## src/rtl/dlp_pkg.sv

```systemverilog
// package for the directory entry long-name parser: codes, constants and the character table
package dlp_pkg;

    localparam int NAME_BUFFER_CHARS_DEF = 255;
    localparam int CHARS_PER_ENTRY       = 13;

    localparam logic [4:0] ENTRY_LAST_OFF = 5'd31;
    localparam logic [4:0] ENTRY_ATTR_OFF = 5'd11;
    localparam logic [4:0] ENTRY_ORD_OFF  = 5'd0;

    localparam logic [7:0] BYTE_END       = 8'h00;
    localparam logic [7:0] BYTE_DELETED   = 8'hE5;
    localparam logic [7:0] ATTR_MASK      = 8'h3F;
    localparam logic [7:0] ATTR_LFN       = 8'h0F;
    localparam logic [7:0] ORD_FIRST_MASK = 8'h40;
    localparam logic [7:0] ORD_SEQ_MASK   = 8'h1F;
    localparam logic [7:0] ORD_LAST       = 8'h01;

    localparam logic [3:0] CHAR_IDX_LAST = 4'(CHARS_PER_ENTRY - 1);

    typedef enum logic [2:0] {
        KIND_SHORT    = 3'd0,
        KIND_END      = 3'd1,
        KIND_DELETED  = 3'd2,
        KIND_LFN_LAST = 3'd3,
        KIND_LFN      = 3'd4
    } kind_t;

    typedef enum logic [1:0] {
        ST_GATHER,
        ST_READ,
        ST_CHAR,
        ST_SUM
    } state_t;

    // byte offset of the low byte of each name character in a long-name entry
    function automatic logic [4:0] char_byte_pos(input logic [3:0] idx);
        logic [4:0] pos;
        case (idx)
            4'd0:    pos = 5'd1;
            4'd1:    pos = 5'd3;
            4'd2:    pos = 5'd5;
            4'd3:    pos = 5'd7;
            4'd4:    pos = 5'd9;
            4'd5:    pos = 5'd14;
            4'd6:    pos = 5'd16;
            4'd7:    pos = 5'd18;
            4'd8:    pos = 5'd20;
            4'd9:    pos = 5'd22;
            4'd10:   pos = 5'd24;
            4'd11:   pos = 5'd28;
            4'd12:   pos = 5'd30;
            default: pos = 5'd1;
        endcase
        return pos;
    endfunction

endpackage

```

## src/rtl/dir_entry_lfn_parser.sv

```systemverilog
// directory entry parser: gathers 32-byte entries, classifies them and emits long-name characters
// One byte is taken per cycle while an entry is gathered into a 32x8 entry memory, unless the
// result side stalls on the last byte. A short, deleted or end-of-directory entry gives its
// summary at the edge of the 32nd byte. A long-name entry then reads its 13 characters from
// the entry memory, each with a memory read into the registered read ports and then a load
// of the output register, and gives the summary after its last character; bytes are not
// taken meanwhile, and the result side can stall each character and the summary.
module dir_entry_lfn_parser #(
    parameter int NAME_BUFFER_CHARS = dlp_pkg::NAME_BUFFER_CHARS_DEF
) (
    input  logic        aclk,
    input  logic        aresetn,
    input  logic        s_valid,
    output logic        s_ready,
    input  logic [7:0]  s_dir_byte,
    input  logic        s_restart,
    output logic        m_valid,
    input  logic        m_ready,
    output logic [2:0]  m_record_kind,
    output logic        m_is_char,
    output logic [15:0] m_name_char,
    output logic [7:0]  m_name_index,
    output logic [7:0]  m_name_length,
    output logic        m_sequence_error,
    output logic        m_last
);
    import dlp_pkg::*;

    localparam logic [7:0] NAME_TOP = 8'(NAME_BUFFER_CHARS);
    localparam logic [7:0] CHARS_8  = 8'(CHARS_PER_ENTRY);

    logic [7:0] mem [32];
    logic [7:0] rd_lo_reg, rd_hi_reg;
    logic [4:0] rd_lo_addr, rd_hi_addr;

    state_t     state_reg, state_next;
    logic [4:0] offset_reg, offset_next;
    logic [7:0] npos_reg, npos_next;
    logic [7:0] first_reg, first_next;
    logic [7:0] attr_reg, attr_next;
    logic [7:0] base_reg, base_next;
    kind_t      kind_reg, kind_next;
    logic       err_reg, err_next;
    logic [3:0] cnt_reg, cnt_next;

    logic        m_valid_reg, m_valid_next;
    kind_t       m_kind_reg, m_kind_next;
    logic        m_is_char_reg, m_is_char_next;
    logic [15:0] m_char_reg, m_char_next;
    logic [7:0]  m_index_reg, m_index_next;
    logic [7:0]  m_length_reg, m_length_next;
    logic        m_err_reg, m_err_next;
    logic        m_last_reg, m_last_next;

    logic       accept, complete, out_free;
    logic [4:0] eff_off;
    logic [7:0] eff_npos;
    logic       is_end, is_del, is_lfn, lfn_last, lfn_err;
    logic [7:0] lfn_pos;

    assign out_free = !m_valid_reg || m_ready;
    assign accept   = s_valid && s_ready;
    assign eff_off  = s_restart ? 5'd0 : offset_reg;
    assign eff_npos = s_restart ? NAME_TOP : npos_reg;
    assign complete = accept && (eff_off == ENTRY_LAST_OFF);

    assign is_end   = (first_reg == BYTE_END);
    assign is_del   = (first_reg == BYTE_DELETED);
    assign is_lfn   = ((attr_reg & ATTR_MASK) == ATTR_LFN);
    assign lfn_last = ((first_reg & ORD_SEQ_MASK) == ORD_LAST);
    assign lfn_err  = (((first_reg & ORD_FIRST_MASK) != 8'd0) && (eff_npos != NAME_TOP))
                      || (eff_npos < CHARS_8);
    assign lfn_pos  = (eff_npos < CHARS_8) ? 8'd0 : 8'(eff_npos - CHARS_8);

    assign rd_lo_addr = char_byte_pos(cnt_reg);
    assign rd_hi_addr = 5'(rd_lo_addr + 5'd1);

    // entry memory: one write port, two registered read ports
    always_ff @(posedge aclk) begin
        if (accept) begin
            mem[eff_off] <= s_dir_byte;
        end
        rd_lo_reg <= mem[rd_lo_addr];
        rd_hi_reg <= mem[rd_hi_addr];
    end

    // next state
    always_comb begin
        state_next = state_reg;
        unique case (state_reg)
            ST_GATHER: begin
                if (complete && !is_end && !is_del && is_lfn) begin
                    state_next = ST_READ;
                end
            end
            ST_READ: begin
                state_next = ST_CHAR;
            end
            ST_CHAR: begin
                if (out_free) begin
                    state_next = (cnt_reg == CHAR_IDX_LAST) ? ST_SUM : ST_READ;
                end
            end
            ST_SUM: begin
                if (out_free) begin
                    state_next = ST_GATHER;
                end
            end
            default: state_next = ST_GATHER;
        endcase
    end

    // handshake outputs
    always_comb begin
        s_ready = (state_reg == ST_GATHER) && (out_free || offset_reg != ENTRY_LAST_OFF);
    end

    // datapath
    always_comb begin
        offset_next    = offset_reg;
        npos_next      = npos_reg;
        first_next     = first_reg;
        attr_next      = attr_reg;
        base_next      = base_reg;
        kind_next      = kind_reg;
        err_next       = err_reg;
        cnt_next       = cnt_reg;
        m_valid_next   = m_valid_reg && !m_ready;
        m_kind_next    = m_kind_reg;
        m_is_char_next = m_is_char_reg;
        m_char_next    = m_char_reg;
        m_index_next   = m_index_reg;
        m_length_next  = m_length_reg;
        m_err_next     = m_err_reg;
        m_last_next    = m_last_reg;

        if (accept) begin
            offset_next = 5'(eff_off + 5'd1);
            npos_next   = eff_npos;
            if (eff_off == ENTRY_ORD_OFF) begin
                first_next = s_dir_byte;
            end
            if (eff_off == ENTRY_ATTR_OFF) begin
                attr_next = s_dir_byte;
            end
        end

        if (complete) begin
            if (is_end || is_del || !is_lfn) begin
                m_valid_next   = 1'b1;
                m_kind_next    = is_end ? KIND_END : (is_del ? KIND_DELETED : KIND_SHORT);
                m_is_char_next = 1'b0;
                m_char_next    = 16'd0;
                m_index_next   = 8'd0;
                m_length_next  = 8'd0;
                m_err_next     = 1'b0;
                m_last_next    = 1'b1;
            end else begin
                base_next = lfn_pos;
                err_next  = lfn_err;
                kind_next = lfn_last ? KIND_LFN_LAST : KIND_LFN;
                cnt_next  = 4'd0;
                npos_next = lfn_last ? NAME_TOP : lfn_pos;
            end
        end

        if (state_reg == ST_CHAR && out_free) begin
            m_valid_next   = 1'b1;
            m_kind_next    = kind_reg;
            m_is_char_next = 1'b1;
            m_char_next    = {rd_hi_reg, rd_lo_reg};
            m_index_next   = 8'(base_reg + {4'd0, cnt_reg});
            m_length_next  = 8'd0;
            m_err_next     = err_reg;
            m_last_next    = 1'b0;
            cnt_next       = 4'(cnt_reg + 4'd1);
        end

        if (state_reg == ST_SUM && out_free) begin
            m_valid_next   = 1'b1;
            m_kind_next    = kind_reg;
            m_is_char_next = 1'b0;
            m_char_next    = 16'd0;
            m_index_next   = 8'd0;
            m_length_next  = (kind_reg == KIND_LFN_LAST) ? 8'(NAME_TOP - base_reg) : 8'd0;
            m_err_next     = err_reg;
            m_last_next    = 1'b1;
        end
    end

    always_ff @(posedge aclk) begin
        if (!aresetn) begin
            state_reg   <= ST_GATHER;
            offset_reg  <= 5'd0;
            npos_reg    <= NAME_TOP;
            m_valid_reg <= 1'b0;
        end else begin
            state_reg   <= state_next;
            offset_reg  <= offset_next;
            npos_reg    <= npos_next;
            m_valid_reg <= m_valid_next;
        end
    end

    always_ff @(posedge aclk) begin
        first_reg     <= first_next;
        attr_reg      <= attr_next;
        base_reg      <= base_next;
        kind_reg      <= kind_next;
        err_reg       <= err_next;
        cnt_reg       <= cnt_next;
        m_kind_reg    <= m_kind_next;
        m_is_char_reg <= m_is_char_next;
        m_char_reg    <= m_char_next;
        m_index_reg   <= m_index_next;
        m_length_reg  <= m_length_next;
        m_err_reg     <= m_err_next;
        m_last_reg    <= m_last_next;
    end

    assign m_valid          = m_valid_reg;
    assign m_record_kind    = m_kind_reg;
    assign m_is_char        = m_is_char_reg;
    assign m_name_char      = m_char_reg;
    assign m_name_index     = m_index_reg;
    assign m_name_length    = m_length_reg;
    assign m_sequence_error = m_err_reg;
    assign m_last           = m_last_reg;

endmodule

```

## config.mk

```make
export PLATFORM = sky130hd
export DESIGN_NAME = dir_entry_lfn_parser
export DESIGN_NICKNAME = d
export VERILOG_FILES = /design/src/rtl/dlp_pkg.sv /design/src/rtl/dir_entry_lfn_parser.sv
export SDC_FILE = /design/constraint.sdc
export NUM_CORES = 1
export LEC_CHECK = 0
export ABC_AREA = 1
export ABC_CLOCK_PERIOD_IN_PS = 7200
export BUFFER_PORTS_ARGS = -buffer_cell sky130_fd_sc_hd__buf_2
export CAP_MARGIN = 40
export CORE_MARGIN = 2
export CORE_UTILIZATION = 42
export DETAILED_ROUTE_END_ITERATION = 7
export SLEW_MARGIN = 20
export SYNTH_ARGS = -nofsm -noshare
export SYNTH_HDL_FRONTEND = slang
export SYNTH_SLANG_ARGS = --single-unit
```

## constraint.sdc

```tcl
create_clock -name aclk -period 7.2 [get_ports aclk]
set_input_delay 0.36 -clock aclk [delete_from_list [all_inputs] [get_ports aclk]]
set_output_delay 0.36 -clock aclk [all_outputs]
set_load 0.05 [all_outputs]
```

==> metrics.cfg <==
[die]
rows = 72
die_y_um = 203
num_io_pins = 53
die_width_um = 203
core-area_mm2 = 0.0388
start_util = 0.428
die-area_mm2 = 0.0412

[outcome]
status = finished, final reports clean

[place]
io_buffers = 52
hpwl_mm = 31.3
dpl-instance-area_mm2 = 0.0173
gp_congestion = 0.854

[finish]
final_common_cell = nor2_1
final_cell_mix = nor2_1, edfxtp_1, o21ai_0, nand2_1, nand3_1
largest_register_ffs = 256
multi_input_area_mm2 = 0.00571
nNetsFinal = 1688
drive_gt1_frac = 0.103
stdcell_area_mm2 = 0.0188
syn_to_final_growth_pct = 12.9
largest_register = mem
fill_cells = 3487
regArea_mm2 = 0.0102

[synthesis]
yosys.area_share.simple = 0.135
synth_top_family_by_area = compound AO/OA/AOI/OAI gates
synthAdderAreaFrac = 0.0117
synth_compound_area_frac = 0.176
synth_mux_area_frac = 0.0156
syn_inst = 1629
yosysWarnings = 0
ys_ff_latch = 360
postSynthAreaPerCell_um2 = 10.2
dominantRegCellSynth = edfxtp_1
seq_area_frac_synth = 0.612
syn_area_mm2 = 0.0166
ys_types = 42
synth_xor_area_frac = 0.00354
synth_edf_count = 297
synth_fp_nets = 1657
async_flop_share = 0

[run]
drv_cap = 0

[global_routing]
grt_pass1_vias = 12300
grt_pass1_wl_mm = 74.9
antenna_found_initial = 1
grt_max_degree = 102
track_usage = 0.240
overflow = 0

[clock_network]
clockBufferDepth = 3
cts_hold_buf = 0
htree_levels = 2
cts_buffers = 39
cts_resized = 0
insertion_delay_ns = 0.54
clkTransAtPathRegs_ns = 0.06
cts_sinks = 360
cts_root_buf = clkbuf_16
cts_setup_buffers = 0
cts_tree = yes

[timing]
fin_crit_sh = 0.461
skew_ns = 0.0216
tightestPinTransition_ns = 0.851
fin_crit_ns = 3.32
fmax_ghz = 0.301
setup-tns-final_ns = 0
slew_viol_final = 0
rsz0062_at_grt = false
max-slew-margin-rel = 0.431
setup_viol_count_final = 0
hold_viol = 0

[drt]
wl_per_cell_um = 22.4
ant_nets = 0
first_iter_violations = 1357
first_pass_iters = 5
viasPerCell = 5.87
vias = 13000
remaining_drc_errors = 0
routed_wl_mm = 49.4

[critical_path]
crit_required_ns = 7.65
arrival_ns = 3.77
endpoint_kind = register
worst-setup-path-type = reg -> reg
cp_max_fo = 68
startpoint_type = register

[power]
power_density_mw_per_mm2 = 229
vdd_drop_max_mv = 0.128
leakagePower_uw = 0.00666

[worst_hold_path]
holdCritPathClass = in -> reg

==> cell usage after synthesis, types with 26 or more instances <==
master | count | area (um2)
edfxtp_1 | 297 | 8920
o221ai_1 | 69 | 604
buf_2 | 54 | 270
inv_1 | 64 | 240
clkbuf_1 | 43 | 161
dfxtp_1 | 63 | 1260
nor2_1 | 344 | 1290
nand2_1 | 122 | 458
mux2i_1 | 26 | 260
o211ai_1 | 37 | 278
a21oi_1 | 56 | 280
o21ai_0 | 263 | 1320
nand3_1 | 70 | 350
==> worst max-delay path, cell delays in order, from the launching register on <==
cell      delay, ns
dfxtp_4        0.82
ha_4           0.67
buf_4          0.68
o21ai_0        0.21
o211ai_1       0.30
nand3_1        0.15
nand2_1        0.12
nor2_1         0.06
nor2_1         0.15
==> worst paths after layout <==
path | from | depth (start not counted) | to | slack, ns
setup / recovery | rd_lo_addr[0] | 8 | rd_hi_reg[0] | 3.88
hold / removal | aresetn | 2 | npos_reg[6] | 0.16
setup reg to reg | rd_lo_addr[0] | 8 | rd_hi_reg[0] | 3.88
hold reg to reg | m_name_index[2] | 2 | m_name_index[2] | 0.44
==> logic make-up (layout without fill, tap and decap cells) <==
group                      Yosys count  after routing
DFF                                360            360
muxes                               26             26
AOI/OAI and AO/OA                  484            484
xor gates and xnor gates             5              5
adders and majority gates           15             15
and+or+nand+nor                    558            558
other                                0              1
buffers and inverters              181            240
==> power by group <==
part           internal (uW)  total [uW]  switching (uW)
clock network           1150        1960             804
registers               2260        2270            6.09
logic                   14.4        73.0            58.6
total                   3430        4300             869
==> area by class of cell <==
| type | count | area share |
|---|---|---|
| timing repair buffer | 99 | 0.0393 |
| clock inverter | 17 | 0.00799 |
| tap | 518 | 0.0345 |
| multi-input combinational | 1088 | 0.304 |
| inverter | 72 | 0.0147 |
| sequential | 360 | 0.542 |
| clock buffer | 52 | 0.0574 |
| antenna | 1 | 0.000133 |
==> per-stage QoR <==
stage	utilization	setup slack [ns]	cells	total power, uW	hold slack, ns
3_5_place_dp	0.447	3.78	2124	2380	0.433
6_report	0.484	3.88	2207	4300	0.162
4_1_cts	0.478	3.77	2193	4320	0.144
2_1_floorplan	-	4.20	1629	2330	0.426
3_3_place_gp	0.442	3.86	2104	2380	0.432
5_1_grt	0.484	3.72	2206	4420	0.176
==> metal layers <==
layer	vias up	routed length (um)	track usage
met5	-	0	0
met4	0	1510	0.0952
met3	80	3960	0.0403
met2	591	23700	0.393
met1	6326	20300	0.318
li1	5966	-	-
(Power assumes the default switching activity.)
